<file path="src/hdl/bcbs_pkg.sv">
// ----------------------------------------------------------------------------
// bcbs_pkg
// Types and codes shared by the bucket collision batch scheduler modules.
// ----------------------------------------------------------------------------
`default_nettype none

package bcbs_pkg;

  localparam int IN_BKT_W   = 12;
  localparam int IN_TAG_W   = 16;
  localparam int OUT_BKT_W  = 12;
  localparam int OUT_TAG_W  = 16;
  localparam int OUT_SLOT_W = 8;
  localparam int OUT_SIZE_W = 9;
  localparam int BLIM_W     = 9;
  localparam int DLIM_W     = 5;
  localparam int CFG_DATA_W = 9;

  // request codes
  localparam logic ACT_ADD    = 1'b0;
  localparam logic ACT_FINISH = 1'b1;

  // result codes
  localparam logic KIND_DISPATCH = 1'b0;
  localparam logic KIND_CLOSE    = 1'b1;

  // register indexes
  localparam logic CFG_BATCH_LIMIT = 1'b0;
  localparam logic CFG_DEFER_LIMIT = 1'b1;

  typedef struct packed {
    logic                act;
    logic [IN_BKT_W-1:0] bkt;
    logic [IN_TAG_W-1:0] tag;
  } item_t;

  typedef struct packed {
    logic                  kind;
    logic [OUT_BKT_W-1:0]  bkt;
    logic [OUT_TAG_W-1:0]  tag;
    logic [OUT_SLOT_W-1:0] slot;
    logic [OUT_SIZE_W-1:0] size;
    logic                  last;
  } res_t;

  typedef struct packed {
    logic                  we;
    logic                  idx;
    logic [CFG_DATA_W-1:0] data;
  } cfg_t;

endpackage

`default_nettype wire

</file>
<file path="src/hdl/bcbs_front.sv">
// ----------------------------------------------------------------------------
// bcbs_front
// Input side: takes request words into a two-entry queue for the engine.
// ----------------------------------------------------------------------------
`default_nettype none

module bcbs_front (
  input  wire                 clk_i,
  input  wire                 rst_ni,
  input  wire                 in_valid_i,
  output logic                in_ready_o,
  input  bcbs_pkg::item_t     in_item_i,
  output logic                q_valid_o,
  output bcbs_pkg::item_t     q_item_o,
  input  wire                 q_pop_i
);
  import bcbs_pkg::*;

  item_t      mem_q [2];
  logic       wr_q, rd_q;
  logic [1:0] cnt_q;
  logic       push, pop;

  assign in_ready_o = (cnt_q != 2'd2);
  assign q_valid_o  = (cnt_q != 2'd0);
  assign q_item_o   = mem_q[rd_q];
  assign push       = in_valid_i && in_ready_o;
  assign pop        = q_pop_i && q_valid_o;

  always_ff @(posedge clk_i) begin
    if (push) begin
      mem_q[wr_q] <= in_item_i;
    end
  end

  always_ff @(posedge clk_i or negedge rst_ni) begin
    if (!rst_ni) begin
      wr_q  <= 1'b0;
      rd_q  <= 1'b0;
      cnt_q <= 2'd0;
    end else begin
      if (push) wr_q <= ~wr_q;
      if (pop) rd_q <= ~rd_q;
      case ({push, pop})
        2'b10:   cnt_q <= cnt_q + 2'd1;
        2'b01:   cnt_q <= cnt_q - 2'd1;
        default: cnt_q <= cnt_q;
      endcase
    end
  end

endmodule

`default_nettype wire

</file>
<file path="config.mk">
export PLATFORM = sky130hd
export DESIGN_NAME = bcbs_front
export DESIGN_NICKNAME = d
export VERILOG_FILES = /design/src/hdl/bcbs_pkg.sv /design/src/hdl/bcbs_front.sv
export SDC_FILE = /design/constraint.sdc
export NUM_CORES = 1
export LEC_CHECK = 0
export ABC_CLOCK_PERIOD_IN_PS = 7100
export BUFFER_PORTS_ARGS = -buffer_cell sky130_fd_sc_hd__buf_2
export CORE_MARGIN = 2
export CORE_UTILIZATION = 55
export DETAILED_ROUTE_END_ITERATION = 8
export PLACE_DENSITY = 0.82
export SLEW_MARGIN = 20
export SYNTH_ARGS = -nofsm -noshare
export SYNTH_HDL_FRONTEND = slang
export SYNTH_SLANG_ARGS = --single-unit
export TNS_END_PERCENT = 1
</file>
<file path="constraint.sdc">
create_clock -name clk_i -period 7.1 [get_ports clk_i]
set_clock_uncertainty 0.2 [all_clocks]
set_input_delay 1.42 -clock clk_i [delete_from_list [all_inputs] [get_ports clk_i]]
set_output_delay 1.42 -clock clk_i [all_outputs]
set_load 0.03 [all_outputs]
</file>
* Yosys cells after proc, flatten, opt, wreduce, memory -nomap -nowiden
Memories as Yosys holds them, arrays and structs flattened.
Cells that the tools add are included.
** Cells by class
- $add $sub $neg :: 2
- Equal/unequal tests :: 3
- Mux-type cells :: 3
- Bitwise operators :: 2
- Reductions and logical operators :: 4
** Operator list (number)
- $pmux 2 s2 :: 1
- $reduce_bool 2->1 :: 2
- $add 2x1->2 const B :: 1
- $eq 2x1->1 const B :: 1
- $eq 2x2->1 const B :: 1
- $logic_and 1x1->1 :: 2
- $mux 1 :: 2
- $ne 2x2->1 const B :: 1
- $not 1->1 :: 2
- $sub 2x1->2 const B :: 1
** Word-level totals
- Flip-flop bits (word level) :: 4
- Bits in writable memories :: 58
- Memories :: 1
** Memory list
- mem_q :: words 2, width 29, read ports 1, clocked after memory_dff 0, wr ports 1, line bcbs_front.sv:19 : item_t mem_q [2];

* Logic depth before layout (Yosys ltp)
Gate-level depths: netlist (run 1).
- Depth after elaboration :: 4
- Mapped depth :: 6
- Gate-level depth less buffers :: 6

* Least setup slack after synthesis (run 1)
No wires, ideal clock.
- Path kind :: input-to-reg
- Start point :: in in_valid_i
- End point :: mem mem_q[0][0] (netlist bit) (enable)
- Setup time :: 0.415 ns
- Data arrival time :: 2.758 ns
- Required time :: 6.485 ns
- Setup slack :: 3.727 ns
- Cell stages on the path :: 2
- Path through :: nand2_1 -> nor2_1
** On the way
- Cells in the longest elaborated chain, start to end :: 3
** RTL lines
- from (decl) :: line bcbs_front.sv:10 : input wire in_valid_i,
- $logic_and 1x1->1 :: line bcbs_front.sv:27 : assign push = in_valid_i && in_ready_o;
- $mux 1 :: line bcbs_front.sv:31 : if (push) begin
- $mux 1 (implied by the code) :: line bcbs_front.sv:32 : mem_q[wr_q] <= in_item_i;
- to (decl) :: line bcbs_front.sv:19
Every way passes these cells.

==> flow_metrics.tcl, run 1 <==
set metrics [dict create \
    clockBufferDepth 2 \
    finalWorstSetupSlack_ns 3.72 \
    vdd_ir_drop_max_v 0.000268 \
    maxSlewHeadroom_pct 53.7 \
    nets 214 \
    grt_max_degree 31 \
    cts_tree "done" \
    route.detailed.drc 0 \
    vias_per_cell 5.11 \
    ys_ff_latch 62 \
    grt_pass1_vias 1189 \
    antenna_found_initial 0 \
    fmax_mhz 296 \
    netlist.area_leader.share_pct 76.4 \
    grt_pass1_wl_mm 5.39 \
    p_leak_uw 0.00109 \
    seqCellArea_um2 1840 \
    drt-total-wl_mm 3.75 \
    io_pins 64 \
    holdCritPathClass "reg -> reg" \
    cts_buffers 9 \
    slew_violations 0 \
    num-fill-cells 276 \
    syn_area_um2 2280 \
    stdcell_area_um2 2840 \
    final_antenna_net_count 0 \
    period_minus_slack_ns 3.38 \
    fin_util_pct 71.0 \
    outcome "finished, final reports clean" \
    ctsResizeCount 0 \
    ys_seq_area_share_pct 80.8 \
    vias 1201 \
    setup_viol 0 \
    syn_to_final_growth_pct 24.7 \
    drive_above_1_share_pct 59.5 \
    dp_slack_ns 4.08 \
    synth_area_leader_cell "edfxtp_1" \
    worst_setup_path_end_kind "output pin" \
    die_y_um 68.4 \
    cp-start-kind "register" \
    ys_types 13 \
    clkTransAtPathRegs_ns 0.06 \
    drt-wirelength-per-cell_um 16.0 \
    finalHoldViolCount 0 \
    crit_arrival_ns 1.76 \
    tightestPinTransition_ns 0.695 \
    cap_violations 0 \
    core_um2 4000 \
    worst-path-max-fanout 30 \
    grt_overflow 0 \
    fp-row-count 23 \
    num_antenna_cells 0 \
    syn_nets 141 \
    drt_iter0_drc 105 \
    fp.dieW_um 68.4 \
    routabilityCongestion 0.795 \
    totalNegativeSetupSlack_ns 0 \
    p_per_area_nw_per_um2 451 \
    worst-endpoint-required_ns 5.48 \
    dieArea_um2 4670 \
    synth_warnings 0 \
    ctsHtreeMaxLevel 3 \
    synth_cells 107 \
    placed_area_um2 2660 \
    fin_crit_sh_pct 47.6 \
    cts_hold_buf 0 \
    cts.sinks 62 \
    grtUsageTotal_pct 17.8 \
    place_hpwl_mm 2.44 \
    dr.pass1.iters 4 \
    cts-root-buf "clkbuf_8" \
    syn_avg_cell_area_um2 21.3 \
    rsz0062_at_grt "no" \
    start_util_pct 57.0 \
    synth_area_leaders "edfxtp_1, mux2_2, dfrtp_1" \
    port-buffer-count 63 \
    clk-insertion-delay-late_ns 0.32 \
    multi_input_area_um2 424 \
    crit_type "reg -> out" \
    cts_setup_buffers 0 \
]
cell type report:
class / count / area share [%]
Clock buffer: 10 / 4.49
Timing Repair Buffer: 65 / 11.6
Tap cell: 50 / 2.20
Clock inverter: 6 / 1.85
Multi-Input combinational cell: 42 / 14.9
Sequential cell: 62 / 64.9
cells by family after synthesis:
kind of cell | share of synthesized area (%)
mux | 14.3
simple gates | 1.70
fa+ha+maj | 0.549
buf+inv | 0.659
xor+xnor | 1.92
flops | 80.8
state kept, by name (all words and copies together) (netlist names):
register and flops:
rd_q 1, cnt_q 2, wr_q 1, mem_q 58
metrics by stage:
step | power (uW) | hold slack [ns] | cells
6_report | 1280 | 0.309 | 235
5_1_grt | 1340 | 0.331 | 235
4_1_cts | 1290 | 0.312 | 235
3_5_place_dp | 1010 | 0.301 | 219
3_3_place_gp | 999 | 0.277 | 219
2_1_floorplan | 888 | 0.256 | 107
cell usage in the layout, fill, tap and decap left out:
| cell type | synthesis | routed |
|---|---|---|
| and2_4 | 1 | 1 |
| and3_1 | 1 | 1 |
| buf_2 | 3 | 63 |
| buf_4 | 0 | 2 |
| bufinv_16 | 0 | 1 |
| clkbuf_1 | 0 | 1 |
| clkbuf_8 | 0 | 9 |
| clkinv_1 | 0 | 2 |
| clkinv_2 | 0 | 3 |
| dfrtp_1 | 4 | 3 |
| dfrtp_2 | 0 | 1 |
| edfxtp_1 | 58 | 58 |
| ha_1 | 1 | 1 |
| mux2_2 | 29 | 29 |
| nand2_1 | 1 | 1 |
| nand2b_1 | 1 | 1 |
| nor2_1 | 2 | 1 |
| nor2_2 | 0 | 1 |
| or2_1 | 1 | 1 |
| xnor2_1 | 3 | 3 |
| xor2_1 | 2 | 2 |
where the power goes:
| part | internal [uW] | total, uW | switching [uW] |
|---|---|---|---|
| registers | 502 | 562 | 59.1 |
| clock network | 158 | 279 | 121 |
| logic | 165 | 441 | 276 |
| total | 825 | 1280 | 456 |
Yosys cell counts:
cell	number
edfxtp_1	58
mux2_2	29
dfrtp_1	4
buf_2	3
xnor2_1	3
nor2_1	2
xor2_1	2
and2_4	1
and3_1	1
ha_1	1
nand2_1	1
nand2b_1	1
or2_1	1
routing by layer:
layer,vias to the layer above,global-route usage (%),routed length [um]
met4,0,12.0,65
met2,48,31.4,1940
met1,584,17.0,1510
met3,7,6.58,235
met5,-,0,0
li1,562,-,-
final timing paths:
path / startpoint / endpoint / slack [ns] / depth (start not counted)
setup / recovery: rd_q / q_item_o[16] / 3.72 / 2
setup reg to reg: cnt_q[0] / cnt_q[1] / 5.36 / 6
min in group asynchronous: rst_ni / wr_q / 0.69 / 1
max in group asynchronous: rst_ni / rd_q / 5.89 / 1
hold reg to reg: cnt_q[1] / cnt_q[1] / 0.31 / 1
hold / removal: cnt_q[1] / cnt_q[1] / 0.31 / 1
worst max-delay path: stages (launching register included):
cell	delay [ns]
dfrtp_2	0.81
mux2_2	0.42
buf_2	0.18
Power figures use the tool's default switching activity.
==> run 2: changes to the inputs <==
--- a/config.mk
+++ b/config.mk
@@ -5,12 +5,12 @@
 export SDC_FILE = /design/constraint.sdc
 export NUM_CORES = 1
 export LEC_CHECK = 0
-export ABC_CLOCK_PERIOD_IN_PS = 7100
+export ABC_CLOCK_PERIOD_IN_PS = 3250
 export BUFFER_PORTS_ARGS = -buffer_cell sky130_fd_sc_hd__buf_2
 export CORE_MARGIN = 2
-export CORE_UTILIZATION = 55
+export CORE_UTILIZATION = 51
 export DETAILED_ROUTE_END_ITERATION = 8
-export PLACE_DENSITY = 0.82
+export PLACE_DENSITY = 0.76
 export SLEW_MARGIN = 20
 export SYNTH_ARGS = -nofsm -noshare
 export SYNTH_HDL_FRONTEND = slang
==> constraint.sdc (replaced) <==
create_clock -name clk_i -period 3.25 [get_ports clk_i]
set_clock_uncertainty 0.2 [all_clocks]
set_input_delay 0.65 -clock clk_i [delete_from_list [all_inputs] [get_ports clk_i]]
set_output_delay 0.65 -clock clk_i [all_outputs]
set_load 0.03 [all_outputs]
==> run 2 against run 1 <==
Routed wire length rose by 3.8%. Design area fell by 0.26%. Via count fell by 1.6%. Combinational power rose by 140%. Worst setup slack got worse by 3.1 ns. Global-route usage fell by 0.85 points. Register-to-register slack got worse by 4.1 ns. Largest power group unchanged. Highest routed layer unchanged.
==> flow_metrics.tcl, run 2 (synthesis gave the netlist of run 1 again) <==
set metrics [dict create \
    worstReg2RegEnd "mem_q[0][11]" \
    crit_type "reg -> out" \
    ctsHtreeMaxLevel 3 \
    ctsResizeCount 0 \
    finalWorstSetupSlack_ns 0.629 \
    hold_end "cnt_q[1]" \
    cts_buffers 9 \
    slew_violations 0 \
    cap_violations 0 \
    port-buffer-count 63 \
    drt-total-wl_mm 3.89 \
    holdCritPathClass "reg -> reg" \
    dp_slack_ns 0.975 \
    antenna_found_initial 0 \
    regMostFlops "mem_q" \
    grt_pass1_vias 1337 \
    reg_top3 "mem_q (58), cnt_q (2)" \
    drt-wirelength-per-cell_um 16.3 \
    num_antenna_cells 0 \
    regToRegSetupSlack_ns 1.24 \
    vdd_ir_drop_max_v 0.000394 \
    io_pins 64 \
    period_minus_slack_ns 2.62 \
    clk-insertion-delay-late_ns 0.32 \
    grtUsageTotal_pct 16.9 \
    hold_path_startpoint "cnt_q[1]" \
    nets 217 \
    grt_pass1_wl_mm 6.15 \
    place_hpwl_mm 2.71 \
    p_per_area_nw_per_um2 959 \
    grt_overflow 0 \
    core_um2 4320 \
    layout.cells.most_common "buf_2" \
    outcome "finished, final reports clean" \
    crit_arrival_ns 1.77 \
    r2r_start "cnt_q[0]" \
    grt_max_degree 25 \
    tightestPinTransition_ns 0.468 \
    fp-row-count 24 \
    dieArea_um2 5020 \
    clockBufferDepth 2 \
    cts_tree "done" \
    worst-endpoint-required_ns 2.40 \
    cp-start-kind "register" \
    drive_above_1_share_pct 57.2 \
    worst_setup_path_end_kind "output pin" \
    drt_iter0_drc 90 \
    die_y_um 70.8 \
    critPathLaunch "rd_q" \
    vias 1182 \
    rsz0062_at_grt "no" \
    maxSlewHeadroom_pct 68.7 \
    totalNegativeSetupSlack_ns 0 \
    clkTransAtPathRegs_ns 0.06 \
    vias_per_cell 4.95 \
    fp.dieW_um 70.8 \
    routabilityCongestion 0.719 \
    cts.sinks 62 \
    final_antenna_net_count 0 \
    setup_viol 0 \
    finalHoldViolCount 0 \
    p_leak_uw 0.00109 \
    cts-root-buf "clkbuf_8" \
    reg2reg_depth 4 \
    final_cell_mix "buf_2, edfxtp_1, mux2_2" \
    start_util_pct 52.7 \
    hold_path_depth 1 \
    fin_crit_sh_pct 80.6 \
    dr.pass1.iters 4 \
    syn_to_final_growth_pct 24.3 \
    route.detailed.drc 0 \
    fmax_mhz 382 \
    largest_reg_flops 58 \
    worst-path-max-fanout 24 \
]
==> run 2: cell count changes in the layout (fill, tap and decap cells not counted), sizes merged <==
cell	previous run	this run
buf	65	67
bufinv	1	0
clkbuf	10	11
clkinv	5	4
dlygate4sd3	0	1
==> run 2: worst max-delay path by stage <==
stage / cells past startpoint / to
floorplan: 3 / mem_q[0][0]
global placement: 3 / q_item_o[11]
detailed placement: 3 / q_item_o[8]
CTS: 3 / q_item_o[18]
global route: 3 / q_item_o[10]
finish: 3 / q_item_o[2]
==> run 2: what timing repair did <==
item                                   4_1_cts  5_1_grt
endpoints found under the hold margin        4        0
setup buffers                                0        0
hold buffers                                 1        0
==> run 2: through the flow <==
step / util, % / area [um^2] / instances / power (uW) / hold slack [ns]
2_1_floorplan: - / 2280 / 107 / 1940 / 0.154
3_3_place_gp: 61.9 / 2680 / 223 / 2200 / 0.258
3_5_place_dp: 61.9 / 2680 / 223 / 2230 / 0.259
4_1_cts: 65.5 / 2830 / 239 / 2750 / 0.298
5_1_grt: 65.5 / 2830 / 239 / 2850 / 0.298
6_report: 65.5 / 2830 / 239 / 2720 / 0.311
==> run 2: worst max-delay path, cell delays in order, from the launching register on <==
cell and delay [ns]:
dfrtp_1 0.51, buf_4 0.37, mux2_2 0.39, buf_2 0.18
==> run 2: report_power, final <==
group          leakage, uW  internal (uW)  switching (uW)
Combinational     0.000429            373             664
Sequential        0.000585           1100            73.3
Clock            0.0000733            262             248
==> run 2: final cells by class <==
cell class              count  area [um^2]
flip-flops and latches     62         1840
multi-input cells          42          424
clock buffers              11          131
fillers                   325         1490
clock inverters             4         15.0
repair buffers             68          355
well taps                  52         65.1
==> run 2: per-layer routing <==
layer / part of all wire [%] / wire, um / GRT usage, % / vias to the layer above
met5: 0 / 0 / 0 / -
met4: 2.1 / 80 / 9.22 / 0
met3: 5.5 / 214 / 6.13 / 5
met2: 53 / 2060 / 29.3 / 38
met1: 40 / 1540 / 18.0 / 574
li1: - / - / - / 565
==> run 3: changes to the inputs <==
--- a/config.mk
+++ b/config.mk
@@ -5,7 +5,7 @@
 export SDC_FILE = /design/constraint.sdc
 export NUM_CORES = 1
 export LEC_CHECK = 0
-export ABC_CLOCK_PERIOD_IN_PS = 3250
+export ABC_CLOCK_PERIOD_IN_PS = 2560
 export BUFFER_PORTS_ARGS = -buffer_cell sky130_fd_sc_hd__buf_2
 export CORE_MARGIN = 2
 export CORE_UTILIZATION = 51
==> constraint.sdc (replaced) <==
create_clock -name clk_i -period 2.56 [get_ports clk_i]
set_clock_uncertainty 0.2 [all_clocks]
set_input_delay 0.512 -clock clk_i [delete_from_list [all_inputs] [get_ports clk_i]]
set_output_delay 0.512 -clock clk_i [all_outputs]
set_load 0.03 [all_outputs]
==> run 3 against run 2 <==
Register-to-register slack worse by 0.38 ns. Clock power up 36%. Sequential power up 25%. Worst hold slack worse by 0.13 ns. Sequential share of layout area down 0.71 points. Combinational power up 29%. Flip-flop and latch count unchanged. Global-route usage down 1.8 points. First-iteration DRC count down 16%. Via count unchanged. Non-clock buffer count up 2. Final cell count up 1.3%.
==> flow_metrics.tcl, run 3 (synthesis gave the netlist of run 1 again) <==
set metrics [dict create \
    clockBufferDepth 2 \
    cts-root-buf "clkbuf_8" \
    dr.pass1.iters 4 \
    cap_violations 0 \
    setup_viol 0 \
    cts_setup_buffers 0 \
    grt_pass1_wl_mm 5.44 \
    clk-insertion-delay-late_ns 0.31 \
    regMostFlops "mem_q" \
    totalNegativeSetupSlack_ns 0 \
    routabilityCongestion 0.716 \
    grt_pass1_vias 1195 \
    crit_family "buffers and inverters" \
    period_minus_slack_ns 2.17 \
    crit_arrival_ns 1.46 \
    final_antenna_net_count 0 \
    p_leak_uw 0.00111 \
    holdCritPathClass "in -> reg" \
    drive_above_1_share_pct 58.9 \
    cp-start-kind "register" \
    regToRegSetupSlack_ns 0.86 \
    nets 219 \
    route.detailed.drc 0 \
    finalHoldViolCount 0 \
    cts_tree "done" \
    reg_top3 "mem_q (58), cnt_q (2)" \
    slew_violations 0 \
    clkTransAtPathRegs_ns 0.06 \
    antenna_found_initial 0 \
    rsz0062_at_grt "no" \
    fin_util_pct 66.2 \
    worst-path-max-fanout 16 \
    die_y_um 70.8 \
    tightestPinTransition_ns 0.241 \
    place_hpwl_mm 2.58 \
    start_util_pct 52.7 \
    ctsResizeCount 0 \
    grtUsageMet1_pct 15.3 \
    crit_path_max_incr_delay_ns 0.38 \
    worst_setup_path_end_kind "output pin" \
    vias_per_cell 4.88 \
    grt_overflow 0 \
    grt_max_degree 19 \
    ctsHtreeMaxLevel 3 \
    grtUsageTotal_pct 15.1 \
    grtUsageMet3_pct 6.84 \
    drt-total-wl_mm 3.58 \
    crit_buf_inv 2 \
    p_per_area_nw_per_um2 1220 \
    drt_iter0_drc 76 \
    fp-row-count 24 \
    worst-endpoint-required_ns 1.85 \
    grtUsageMet2_pct 27.2 \
    port-buffer-count 63 \
    drt-wirelength-per-cell_um 14.8 \
    dieArea_um2 5020 \
    crit_type "reg -> out" \
    fmax_mhz 461 \
    syn_to_final_growth_pct 25.7 \
    largest_reg_flops 58 \
    maxSlewHeadroom_pct 83.9 \
    fp.dieW_um 70.8 \
    cts.sinks 62 \
    cts_hold_buf 1 \
    fin_crit_sh_pct 84.7 \
    io_pins 64 \
    outcome "finished, final reports clean" \
    final_cell_mix "buf_2, edfxtp_1, mux2_2" \
    vdd_ir_drop_max_v 0.000709 \
    layout.cells.most_common "buf_2" \
    cts_buffers 9 \
    grt-busiest-layer "met2" \
    core_um2 4320 \
    vias 1182 \
    path_cells "buf_4 -> mux2_2 -> buf_2" \
    num_antenna_cells 0 \
    slowest_stage "mux2_2" \
]
==> run 3: cell types whose count changed in the layout (fill, tap and decap cells not counted), sizes merged <==
cell / previous run / this run
buf: 67 / 69
clkinv: 4 / 2
clkbuf: 11 / 14
==> run 3: through the flow <==
step	std cells	hold slack (ns)	setup slack (ns)	area (um^2)	total power, uW
after detailed placement	225	0.126	0.717	2690	2840
after global placement	225	0.120	0.746	2690	2800
after CTS	242	0.166	0.363	2860	3550
after floorplan	107	0.0164	0.287	2280	2460
final	242	0.183	0.392	2860	3500
after global routing	242	0.156	0.314	2860	3670
==> run 3: path summary, 6_finish.rpt <==
path / from / cells past startpoint / to
setup / recovery: rd_q / 3 / q_item_o[3]
hold reg to reg: cnt_q[1] / 1 / cnt_q[1]
hold / removal: in_item_i[24] / 1 / mem_q[0][24]
setup reg to reg: cnt_q[0] / 5 / cnt_q[1]
max in group asynchronous: rst_ni / 2 / wr_q
min in group asynchronous: rst_ni / 2 / cnt_q[1]
==> run 3: final cells by class <==
class,count,area (um^2)
multi-input combinational,42,424
sequential,62,1840
clock inverter,2,10.0
fill,310,1460
timing repair buffer,70,370
clock buffer,14,153
tap,52,65.1
==> run 3: worst register-to-register path: cells and delay by family, from the launching register on <==
kind / cells / cell delay, ns
AND/OR/NAND/NOR: 3 / 0.55
flip-flops: 1 / 0.41
adder cells (fa/ha/maj): 1 / 0.29
XOR/XNOR: 1 / 0.16
==> run 3: power by group <==
part | internal, uW | switching (uW)
registers | 1390 | 68.9
clock network | 376 | 318
logic | 491 | 852
==> run 3: layer usage <==
layer  vias to the layer above  part of all wire, %
li1                        573                    -
met4                         0                  1.1
met2                        31                   56
met5                         -                    0
met1                       574                   38
met3                         4                  5.1
